**src/rtl/core/nrts_ram.sv**
```systemverilog
module nrts_ram #(
   parameter int WIDTH = 8,
   parameter int DEPTH = 16
) (
   input  logic                     clock,
   input  logic                     wr_en,
   input  logic [$clog2(DEPTH)-1:0] wr_addr,
   input  logic [WIDTH-1:0]         wr_data,
   input  logic [$clog2(DEPTH)-1:0] rd_addr,
   output logic [WIDTH-1:0]         rd_data
);

   logic [WIDTH-1:0] mem [DEPTH];
   logic [WIDTH-1:0] rd_data_ff;

   always_ff @(posedge clock) begin
      if (wr_en) begin
         mem[wr_addr] <= wr_data;
      end
      rd_data_ff <= mem[rd_addr];
   end

   assign rd_data = rd_data_ff;

endmodule

```
**config.mk**
```make
export PLATFORM = sky130hd
export DESIGN_NAME = nrts_ram
export DESIGN_NICKNAME = d
export VERILOG_FILES = /design/src/rtl/core/nrts_ram.sv
export SDC_FILE = /design/constraint.sdc
export NUM_CORES = 1
export LEC_CHECK = 0
export ABC_AREA = 1
export BUFFER_PORTS_ARGS = -buffer_cell sky130_fd_sc_hd__buf_2
export CAP_MARGIN = 20
export CORE_ASPECT_RATIO = 0.9
export CORE_MARGIN = 2
export CORE_UTILIZATION = 35
export CTS_CLUSTER_SIZE = 10
export DETAILED_ROUTE_END_ITERATION = 8
export GPL_TIMING_DRIVEN = 0
export PLACE_DENSITY = 0.52
export SYNTH_ARGS = -nofsm -noshare
export SYNTH_HDL_FRONTEND = slang
export SYNTH_SLANG_ARGS = --single-unit
```
**constraint.sdc**
```tcl
create_clock -name clock -period 2 [get_ports clock]
set_input_delay 0.1 -clock clock [delete_from_list [all_inputs] [get_ports clock]]
set_output_delay 0.1 -clock clock [all_outputs]
set_load 0.01 [all_outputs]
```
==> results of run 1 <==
[logic make-up (layout without fill, tap and decap cells)]
group	count (synthesis)	count (layout)	share of synthesized area, %
and+or+nand+nor	289	289	21.0
DFF	136	136	69.4
buffers and inverters	126	180	9.52
[cell type report]
class	count	area, um2
plain buffers	24	166
clock buffers	22	444
clock inverters	10	105
fillers	1568	9450
inverters	102	383
multi-input cells	289	1210
flip-flops and latches	136	4000
well taps	207	259
repair buffers	22	110
[layer usage]
layer	share of wire, %	vias to the layer above	wire [um]	GRT usage, %
met5	0	-	0	0
met4	1.9	0	268	6.71
met3	5.8	19	809	4.11
met2	45	110	6320	25.5
met1	47	1726	6620	23.6
li1	-	1856	-	-
[cells in the final DEF, fill, tap and decap left out, drive strengths merged]
cell type / count
clkinv: 6
nand3b: 2
inv: 102
nor2: 17
nand2: 173
buf: 46
nand3: 97
clkinvlp: 2
edfxtp: 128
bufinv: 2
dfxtp: 8
clkbuf: 22
[worst max path at each step]
stage,endpoint,slack (ns),cells after the start
5_1_grt,mem[4][1],0.78,3
3_5_place_dp,mem[4][0],0.37,3
3_3_place_gp,mem[7][0],0.41,3
2_1_floorplan,mem[10][0],0.95,2
6_report,mem[7][1],0.79,3
4_1_cts,mem[4][0],0.82,3
[Yosys cell counts, drive strengths merged]
library cell  count  area [um2]
buf              24         166
dfxtp             8         160
edfxtp          128        3840
inv             102         383
nand2           173         649
nand3            97         485
nand3b            2        15.0
nor2             17        63.8
[power breakdown]
part	switching, W	internal (W)	leakage, nW	total, W
clock	0.00111	0.00182	0.267	0.00293
sequential	0.0000146	0.00319	1.22	0.00320
combinational	0.000298	0.000122	1.39	0.000420
[flip-flops by register name (all words and copies together), names as in the netlist]
| signal | cells |
|---|---|
| mem | 128 |
| rd_data | 8 |
[per-stage QoR]
stage	instance area, um2	setup slack (ns)	util (%)	power (W)	hold slack, ns
after floorplan	5770	0.949	-	0.00349	0.199
after global placement	6140	0.412	38.0	0.00368	0.498
after detailed placement	6140	0.370	38.0	0.00368	0.498
after CTS	6690	0.817	41.4	0.00660	0.106
after global routing	6690	0.777	41.4	0.00676	0.110
final	6690	0.794	41.4	0.00655	0.109
==> results.md, run 1 <==
* Status: finished, final reports clean
* RD Place Congestion at 0.857
* Post-DP HPWL at 9.31 mm
* Final Skew at approximately 0.0048 ns
* Port Buffers at 22
* Total number of vias at approximately 3700
* Startpoint types: input pin
* Max-Cap Viols at 0
* Critical path data required time at about 2.0 ns
* Vias/cell at 4.57
* Die ar. at ~18000 um2
* # hold bufs at CTS at 0
* Chip width at between 100 and 150 um
* Total grt overflow at 0
* Vias in the first global route at about 3500
* Post-Layout Cell Count at between 800 and 900
* Data arrival, critical path at approximately 1.3 ns
* Rows at 44
* Leak at 2.88 nW
* Reg-to-reg slack, setup at between 0.9 and 1 ns
* Initial core utilization at roughly 36%
* Crit path launch: wr_addr[3]
* CTS H-Tree Depth at 4
* Post-placement cell count at a little under 800
* Initial DRT Pass Iterations at 4
* Number of post-CTS setup repair buffers at 0
* Diodes inserted at 0
* RR Startpoint: mem[8][1]
* Min-Delay Endpoint: mem[15][4]
* Chip height at between 100 and 150 um
* CP Capture Type: register
* Routed len/inst at between 15 and 20 um
* Clock Sinks at around 140
* Setup_tns at 0 ns
* Final nets at between 600 and 700
* Max Fclk at ~830 MHz
* Slew Viols, Final at 0
* Hold depth at 1
* Routed WL at ~14 mm
* CP cell instances: buf_2 -> nand3b_1 -> nor2_1
* Tmin final at roughly 1.2 ns
* Initial antenna violation count at 0
* CTS Buffer Depth at 2
* Avg Cell Area, Syn at 10.5 um2
* CTS tree: built
* Cells on worst reg2reg path at 6
* Crit path kind: in -> reg
* Post-cts resize count at 0
* Cells after Synth at roughly 550
* Post-synth cell types at 12
* Largest net degree at the start of global routing at 17
* CTS root buf: clkbuf_16
* FF-to-FF End: rd_data[1]
* Final worst-path cycle share at between 60 and 70%
* Synthesized cell area at 5770 um2
* Worst-Skew Late Latency at ~0.42 ns
* Slowest CP cell: nor2_1
* CTS clk-pin slew, worst paths at roughly 0.05 ns
* Sequential area share after synthesis at 69.4%
* CP delay by family, top: simple AND/OR/NAND/NOR gates
* DR iter-0 viols at ~260
* Type of the most critical hold path: in -> reg
* Worst Tran Pin Value at 1.00 ns
* Antenna viol nets, final at 0
* Io pins at 26
* Pwr dens at slightly below 1000 nW/um2
* # DRC at 0
* Core area at between 15000 and 20000 um2
* Maximum fanout along the worst path at 8
* Worst VDD drop at 0.559 mV
* Share of cells above drive strength 1 at between 10% and 20%
* # setup viols final at 0
* CTS buffer count at 17
* Max_slew headroom at roughly a third
* First-pass GRT wire length at 21.4 mm
* Buffer and inverter count on the worst path at 1
* Slowest stage delay, CP at 0.80 ns
* Area growth syn-to-layout at 15.9%
* Total GRT Usage at between 10% and 20%
* Final Hold Vio Count at 0
* Flops & latches, synth at between 100 and 150
* Syn nets at 569
* Hold Path Origin: wr_data[4]
* Ys Warns at 0
* RSZ-0062 raised after global routing: no
Note: power is estimated with default switching activity, not from simulation.
==> inputs of run 2 (changes only) <==
Clock period 2 ns to 1.15 ns, I/O delays scaled along.
==> results.md, run 2 (synthesized netlist as in run 1, its figures left out) <==
* Rows at 44
* Max-Cap Viols at 0
* CTS root buf: clkbuf_16
* Commonest cells after routing, fill and taps aside: 173 x nand2_1, 128 x edfxtp_1, 100 x inv_1, 97 x nand3_1, 35 x buf_2
* RSZ-0062 raised after global routing: yes
* Post-route setup slack at -0.0137 ns
* Area growth syn-to-layout at 16.0%
* Worst path depth at 3
* First-pass GRT wire length at roughly 21 mm
* Vias/cell at approximately 4.6
* Hold Path Origin: wr_data[4]
* FF-to-FF End: rd_data[1]
* CP delay by family, top: simple AND/OR/NAND/NOR gates
* Final nets at 610
* Post-DP HPWL at approximately 9.3 mm
* Total number of vias at between 3000 and 4000
* Vias in the first global route at 3527
* Diodes inserted at 0
* Chip height at 126 um
* # setup viols final at 8
* Max reg flops at roughly 130
* CTS H-Tree Depth at 4
* CP cell instances: buf_2 -> nand3b_1 -> nor2_1
* Final worst-path cycle share at 101%
* CP endpoint: mem[7][1]
* Antenna viol nets, final at 0
* Maximum fanout along the worst path at 8
* Worst Tran Pin Value at around 1.0 ns
* Final Skew at roughly 0.0048 ns
* Port Buffers at 22
* Type of the most critical hold path: in -> reg
* Clock Sinks at ~140
* Final Hold Vio Count at 0
* Largest register by flop count: mem
* Crit path kind: in -> reg
* Routed WL at 14.0 mm
* DR iter-0 viols at 258
* Pwr dens at ~1700 nW/um2
* Crit path launch: wr_addr[3]
* Routed len/inst at between 15 and 20 um
* Initial DRT Pass Iterations at 4
* RR Startpoint: mem[8][1]
* Number of post-CTS setup repair buffers at 0
* Cells on worst reg2reg path at 6
* CTS Buffer Depth at 2
* Tmin final at roughly 1.2 ns
* Io pins at 26
* Largest net degree at the start of global routing at 17
* Buffer and inverter count on the worst path at 1
* Final Power at 0.0114 W
* Max_slew headroom at about a third
* Commonest non-fill, non-tap cell in the layout: nand2_1
* Data arrival, critical path at between 1 and 1.5 ns
* RD Place Congestion at roughly 0.86
* Slowest stage delay, CP at approximately 0.80 ns
* Critical path data required time at roughly 1.2 ns
* # DRC at 0
* Reg-to-reg slack, setup at about 0.11 ns
* Worst VDD drop at about 0.97 mV
* Slew Viols, Final at 0
* Total grt overflow at 0
* Core area at 16100 um2
* Worst-Skew Late Latency at 0.42 ns
* CTS clk-pin slew, worst paths at roughly 0.050 ns
* CP Capture Type: register
* Chip width at between 100 and 150 um
* Status: finished with violations
* Slowest CP cell: nor2_1
* Share of cells above drive strength 1 at between 10% and 20%
* Startpoint types: input pin
* Die ar. at about 18000 um2
* CTS buffer count at 17
* CTS tree: built
* Setup_tns at -0.0848 ns
* Max Fclk at approximately 860 MHz
* Initial core utilization at between 30% and 40%
* Initial antenna violation count at 0
* Leak at 2.88 nW
* Utilization after layout at between 40 and 50%
* Failing checks: setup timing
* Cell area after placement at between 6000 and 7000 um2
* Total GRT Usage at between 10% and 20%
* Fin area at about 6700 um2
-- run 2: per-layer routing --
metal  up-vias  global-route usage (%)  part of all wire, %
met4         0                    6.71                  1.9
met3        19                    4.11                  6.0
li1       1856                       -                    -
met2       113                    25.5                   45
met1      1724                    23.6                   47
met5         -                       0                    0
-- run 2: worst min path at each step --
stage                      end  depth (start not counted)
floorplan            mem[0][0]                          0
global placement    rd_data[2]                          1
detailed placement  rd_data[2]                          1
CTS                 mem[15][2]                          1
global route        mem[15][2]                          1
finish              mem[15][4]                          1
-- run 2: metrics by stage --
step           instances  setup WS [ns]  hold slack, ns
3_5_place_dp         780         -0.437           0.455
4_1_cts              812        0.00928          0.0630
5_1_grt              812        -0.0308          0.0673
6_report             812        -0.0137          0.0643
2_1_floorplan        551          0.142           0.156
3_3_place_gp         780         -0.395           0.456
-- run 2: final cells by class --
type | instances | area, um2
buffer | 24 | 166
clock buffer | 22 | 444
clock inverter | 10 | 105
fill | 1569 | 9440
inverter | 102 | 383
multi-input combinational | 289 | 1220
sequential | 136 | 4000
tap | 207 | 259
timing repair buffer | 22 | 110
-- run 2: repair_timing --
item,4_1_cts,5_1_grt
setup endpoints to repair,0,30
hold endpoints to repair,0,0
resized for setup,0,1
hold buffers,0,0
-- run 2: power by group --
part / internal [W] / switching [W] / leakage, nW / total (W)
sequential: 0.00554 / 0.0000254 / 1.22 / 0.00557
clock: 0.00316 / 0.00194 / 0.267 / 0.00510
combinational: 0.000213 / 0.000517 / 1.39 / 0.000730
total: 0.00892 / 0.00248 / 2.88 / 0.0114
