File: config.mk
export PLATFORM = sky130hd
export DESIGN_NAME = nrts_canon
export DESIGN_NICKNAME = d
export VERILOG_FILES = /design/src/rtl/core/nrts_pkg.sv /design/src/rtl/core/nrts_canon.sv
export SDC_FILE = /design/constraint.sdc
export NUM_CORES = 1
export LEC_CHECK = 0
export ABC_AREA = 1
export ABC_CLOCK_PERIOD_IN_PS = 1000
export BUFFER_PORTS_ARGS = -buffer_cell sky130_fd_sc_hd__buf_2
export CAP_MARGIN = 20
export CORE_MARGIN = 2
export CORE_UTILIZATION = 28
export DETAILED_ROUTE_END_ITERATION = 10
export PLACE_DENSITY = 0.89
export SLEW_MARGIN = 20
export SYNTH_ARGS = -nofsm -noshare
export SYNTH_HDL_FRONTEND = slang
export SYNTH_SLANG_ARGS = --single-unit
File: constraint.sdc
create_clock -name vclk -period 1
set_input_delay 0 -clock vclk [all_inputs]
set_output_delay 0 -clock vclk [all_outputs]
set_load 0.01 [all_outputs]
File: src/rtl/core/nrts_pkg.sv
package nrts_pkg;

   localparam int RING_BYTES_DEF = 2048;
   localparam int SOURCES_DEF    = 32;
   localparam int NAME_CHARS_DEF = 8;

   localparam logic [7:0] NEWLINE = 8'h0A;

   localparam logic [2:0] FUNC_EMIT  = 3'd0;
   localparam logic [2:0] FUNC_DUMP  = 3'd1;
   localparam logic [2:0] FUNC_TAIL  = 3'd2;
   localparam logic [2:0] FUNC_READ  = 3'd3;
   localparam logic [2:0] FUNC_CLEAR = 3'd4;
   localparam logic [2:0] FUNC_LIST  = 3'd5;

   localparam logic [1:0] ST_OK       = 2'd0;
   localparam logic [1:0] ST_NOT_FOUND = 2'd1;
   localparam logic [1:0] ST_FULL     = 2'd2;
   localparam logic [1:0] ST_RANGE    = 2'd3;

   typedef enum logic [3:0] {
      S_IDLE,
      S_SEARCH,
      S_SEARCH_WAIT,
      S_DECIDE,
      S_META_WAIT,
      S_ACT,
      S_BYTE_WAIT,
      S_SCAN_WAIT,
      S_SCAN,
      S_LIST_WAIT,
      S_DONE
   } state_type;

   typedef struct packed {
      logic match;
      logic last;
   } cmp_status_type;

endpackage

File: src/rtl/core/nrts_canon.sv
module nrts_canon #(
   parameter int NAME_CHARS = nrts_pkg::NAME_CHARS_DEF
) (
   input  logic [63:0] key,
   output logic [63:0] name
);

   logic [8:0] alive;

   always_comb begin
      alive[0] = 1'b1;
      for (int i = 0; i < 8; i++) begin
         alive[i+1] = alive[i] && (key[8*i +: 8] != 8'h00) && (i < NAME_CHARS);
         name[8*i +: 8] = alive[i+1] ? key[8*i +: 8] : 8'h00;
      end
   end

endmodule
==> results of run 1 <==
[worst max-delay path, cell delays in order]
cell and delay (ns):
buf_2 0.09, nor2_1 0.04, nand2_1 0.07, nor2_2 0.06
nor2_4 0.14, nand4_4 0.11, nor2_4 0.18, nand3_4 0.13
nor2_1 0.11, buf_2 0.14
[cells in the mapped netlist, drive strengths merged]
library cell  number  area (sq um)
nor3               2          10.0
nand2              9          36.3
inv               57           214
nor2              78           310
nand3              4          25.0
nand4              5          46.3
nor4               3          18.8
clkbuf             8          30.0
clkinv             1          3.75
[timing repair]
item | 4_1_cts | 5_1_grt
resized for setup | 13 | 11
pin swaps | 1 | 1
setup endpoints to repair | 24 | 47
[worst min-delay path by stage]
stage | startpoint | end | slack, ns | cells after the start
finish | key[0] | name[0] | 0.18 | 2
global placement | key[6] | name[6] | 0.20 | 2
CTS | key[5] | name[5] | 0.20 | 2
detailed placement | key[5] | name[5] | 0.20 | 2
global route | key[0] | name[0] | 0.20 | 2
floorplan | key[10] | name[10] | 0.09 | 2
[where the power goes]
| group | internal (mW) | total, mW | switching (mW) | leakage (nW) |
|---|---|---|---|---|
| clock network | 0 | 0 | 0 | 0 |
| registers | 0 | 0 | 0 | 0 |
| logic | 0.287 | 0.570 | 0.283 | 1.06 |
[per-layer routing]
metal	share of wire	vias to the layer above	global-route usage	wire length, microns
li1	-	709	-	-
met1	0.34	580	0.150	957
met2	0.54	75	0.358	1490
met3	0.12	0	0.00556	328
met4	0	0	0.00855	0
met5	0	-	0	0
[kinds of logic (layout without fill, tap and decap cells)]
group,count (synthesis),in the layout,share of synthesized area
AND/OR/NAND/NOR,101,101,0.643
buffers and inverters,66,190,0.357
[layout make-up]
cell class,count,share of cell area
multi-input combinational,101,0.331
inverter,58,0.146
tap,30,0.0253
timing repair buffer,132,0.497
[per-stage QoR]
step | instance area, sq um | instances | TNS [ns]
floorplan | 694 | 167 | 0
global placement | 1370 | 321 | -1.37
detailed placement | 1370 | 321 | -1.73
CTS | 1440 | 321 | -0.780
global route | 1490 | 321 | -4.35
finish | 1490 | 321 | -0.911
[placed cells by master (no fill, tap or decap), types with 2 or more instances in the layout]
cell type and instances:
nand3_1 2, nand4_1 4, nor4_1 3, buf_4 4
nor2_2 6, buf_2 117, inv_1 56, nor2_1 69
nand2_1 7, buf_6 11, nor2_4 3
==> flow_summary_export.csv, run 1 <==
group,metric,value,unit
die,start_util,0.288,
setup_path,criticalPathCategory,"primary input to output pin",
setup_path,arrival,1.08,ns
setup_path,end_kind,"output pin",
detailed_routing,num_vias,1364,
worst_hold_path,hold_path_class,"primary input to output pin",
finish,diodes,0,
detailed_routing,ant_nets,0,
global_routing,grt_pass1_wl,3570,microns
run_status,outcome,"complete, but fails checks",
die,die_height,53.8,microns
finish,multiInputGateArea,492,sq um
timing,relSlewSlack,0.823,
timing,tightest_slew,0.263,ns
finish,flops_and_latches,0,
die,dieArea,2890,sq um
logic_synthesis,syn_area_per_cell,4.16,sq um
timing,min_period_over_period,1.08,
timing,worst_slack,-0.0783,ns
logic_synthesis,yosysWarnings,0,
timing,max_freq,927,MHz
logic_synthesis,synth-seq-area-share,0,
global_routing,grt_max_degree,10,
die,row_count,18,
setup_path,crit_path_end,"name[56]",
timing,slew_viol_final,0,
place,hpwl,2440,microns
finish,regArea,0,sq um
global_routing,grt_pass1_vias,1028,
logic_synthesis,syn-num-nets,231,
pwr,power_leakage,1.06,nW
die,core_area,2410,sq um
timing,hold_viol_final,0,
place,post-place-ws,-0.121,ns
logic_synthesis,syn_inst,167,
run_status,violations,"negative setup slack",
detailed_routing,drt_wl_total,2780,microns
timing,rsz0062_at_grt,"yes",
logic_synthesis,synth_cell_type_count,14,
global_routing,grtUsageTotal,0.156,
finish,final_core_util,0.617,
global_routing,antenna_found_initial,0,
timing,hold_ws,0.185,ns
detailed_routing,firstDrtPassIters,4,
pwr,p_per_area,383,nW/um^2
logic_synthesis,syn-cell-area,694,sq um
global_routing,grt-ovfl-total,0,
finish,nets,357,
setup_path,cp_max_fo,7,
timing,setup_viol,24,
timing,finalCriticalPeriod,1.08,ns
pwr,p_total,0.570,mW
setup_path,cp-startpoint,"key[3]",
pwr,ir_drop,0.266,mV
setup_path,crit_required,1.00,ns
detailed_routing,via_per_inst,4.25,
die,ios,128,
detailed_routing,drcViolationCount,0,
place,numPortBuffers,128,
detailed_routing,initialDrtViolationCount,13,
job,maxCapViolations,0,
finish,syn2layout_area_growth,114,%
clock_network,cts_setup_buffers,0,
finish,clkbuf_count,0,
finish,drive_gt1_frac,0.509,
setup_path,start_kind,"primary input",
detailed_routing,wl_per_cell,8.65,microns
place,gp_congestion,0.711,
die,fp.dieW,53.8,microns
clock_network,cts-hold-fix-buffers,0,
finish,fillers,262,
Power figures use the tool's default switching activity.
==> run 2: changes to the inputs <==
--- a/config.mk
+++ b/config.mk
@@ -13,6 +13,7 @@
 export CORE_UTILIZATION = 28
 export DETAILED_ROUTE_END_ITERATION = 10
 export PLACE_DENSITY = 0.89
+export REMOVE_ABC_BUFFERS = 1
 export SLEW_MARGIN = 20
 export SYNTH_ARGS = -nofsm -noshare
 export SYNTH_HDL_FRONTEND = slang
==> flow_summary_export.csv, run 2 (same netlist as run 1, synthesis figures left out) <==
group,metric,value,unit
timing,max_freq,932,MHz
worst_hold_path,holdPathStages,2,
global_routing,antenna_found_initial,0,
detailed_routing,firstDrtPassIters,4,
die,start_util,0.288,
timing,finalCriticalPeriod,1.07,ns
setup_path,arrival,1.07,ns
detailed_routing,num_vias,1371,
place,hpwl,2510,microns
global_routing,grtUsageTotal,0.183,
setup_path,criticalPathCategory,"primary input to output pin",
finish,drive_gt1_frac,0.521,
pwr,p_switching,0.294,mW
global_routing,grt_max_degree,10,
finish,flops_and_latches,0,
global_routing,grt_pass1_wl,4120,microns
timing,rsz0062_at_grt,"yes",
place,gp_congestion,0.736,
timing,relSlewSlack,0.827,
setup_path,path_delay_family,"simple AND/OR/NAND/NOR gates",
die,ios,128,
setup_path,cp_max_fo,7,
timing,hold_ws,0.179,ns
die,row_count,18,
global_routing,grt_pass1_vias,1100,
finish,nets,358,
finish,syn2layout_area_growth,122,%
die,core_area,2410,sq um
setup_path,crit_required,1.00,ns
timing,slew_viol_final,0,
setup_path,end_kind,"output pin",
die,dieArea,2890,sq um
detailed_routing,drcViolationCount,0,
setup_path,crit_slowest_cell,"nor2_4",
global_routing,grt-ovfl-total,0,
setup_path,cp_num_buf_inv,2,
setup_path,start_kind,"primary input",
pwr,p_clk_frac,0,
detailed_routing,initialDrtViolationCount,20,
pwr,pwr-share-comb,1.000,
detailed_routing,drt_wl_total,3150,microns
pwr,p_per_area,386,nW/um^2
timing,tightest_slew,0.256,ns
die,fp.dieW,53.8,microns
timing,setup_viol,33,
detailed_routing,ant_nets,0,
job,maxCapViolations,0,
detailed_routing,via_per_inst,4.26,
place,numPortBuffers,128,
timing,hold_viol_final,0,
timing,min_period_over_period,1.07,
place,dpl-instance-area,1370,sq um
setup_path,worstPathCellList,"buf_6 -> nor2_1 -> nand2_1 -> nor2_2 -> nor2_4 -> nand4_4 -> nor2_4 -> nand3_4 -> nor2_2 -> buf_2",
finish,diodes,0,
pwr,sw_frac_of_total,0.495,
finish,fin_area,1540,sq um
pwr,p_seq_frac,0,
pwr,p_int,0.300,mW
run_status,outcome,"complete, but fails checks",
finish,fillers,206,
timing,worst_slack,-0.0728,ns
timing,finalSetupTns,-0.987,ns
detailed_routing,wl_per_cell,9.77,microns
finish,final_common_cell,"buf_2",
die,die_height,53.8,microns
pwr,power_leakage,1.07,nW
finish,mostFrequentLayoutCells,"buf_2 (112), nor2_1 (68), inv_1 (56)",
setup_path,cp.depth,10,
finish,multiInputGateArea,508,sq um
run_status,violations,"negative setup slack",
finish,regArea,0,sq um
finish,clkbuf_count,0,
worst_hold_path,hold_path_class,"primary input to output pin",
pwr,ir_drop,0.297,mV
setup_path,worst_path_largest_cell_delay,0.18,ns
run 2: changes by cell type in the layout (fill, tap and decap cells not counted):
| cell | before | now |
|---|---|---|
| buf_6 | 11 | 16 |
| nor4_1 | 3 | 2 |
| nor2_2 | 6 | 7 |
| buf_4 | 4 | 5 |
| nand2_1 | 7 | 6 |
| nor2_1 | 69 | 68 |
| nor4_2 | 0 | 1 |
| nand2_4 | 1 | 2 |
| buf_2 | 117 | 112 |
run 2: layer usage:
layer  GRT usage  vias up  wire length (microns)
met3      0.0139        0                    364
met4           0        0                      0
met1       0.183      584                   1120
met5           0        -                      0
li1            -      710                      -
met2       0.411       77                   1660
run 2: area by class of cell:
type,count,share of cell area
repair buffers,133,0.505
well taps,30,0.0244
multi-input cells,101,0.330
inverters,58,0.141
run 2: timing repair:
| item | in CTS | in global routing |
|---|---|---|
| setup endpoints to repair | 24 | 56 |
| setup buffers | 1 | 1 |
| hold buffers | 0 | 0 |
| resized for setup | 17 | 16 |
| pin swaps | 7 | 4 |
run 2: worst paths after layout:
| kind | start | to | slack (ns) |
|---|---|---|---|
| hold / removal | key[5] | name[5] | 0.18 |
| setup / recovery | key[4] | name[60] | -0.07 |
run 2: power groups by stage:
stage,clock [mW],sequential [mW],combinational (mW)
global route,0,0,0.664
finish,0,0,0.595
floorplan,0,0,0.219
CTS,0,0,0.570
detailed placement,0,0,0.533
global placement,0,0,0.525
run 2: through the flow:
stage                     utilization  worst slack [ns]  cells  power, mW
after floorplan                     -             0.122    159      0.219
after global placement          0.566           -0.0553    320      0.525
after detailed placement        0.566           -0.0764    320      0.533
after CTS                       0.611           -0.0669    321      0.570
after global routing            0.640            -0.181    322      0.664
final                           0.640           -0.0728    322      0.595
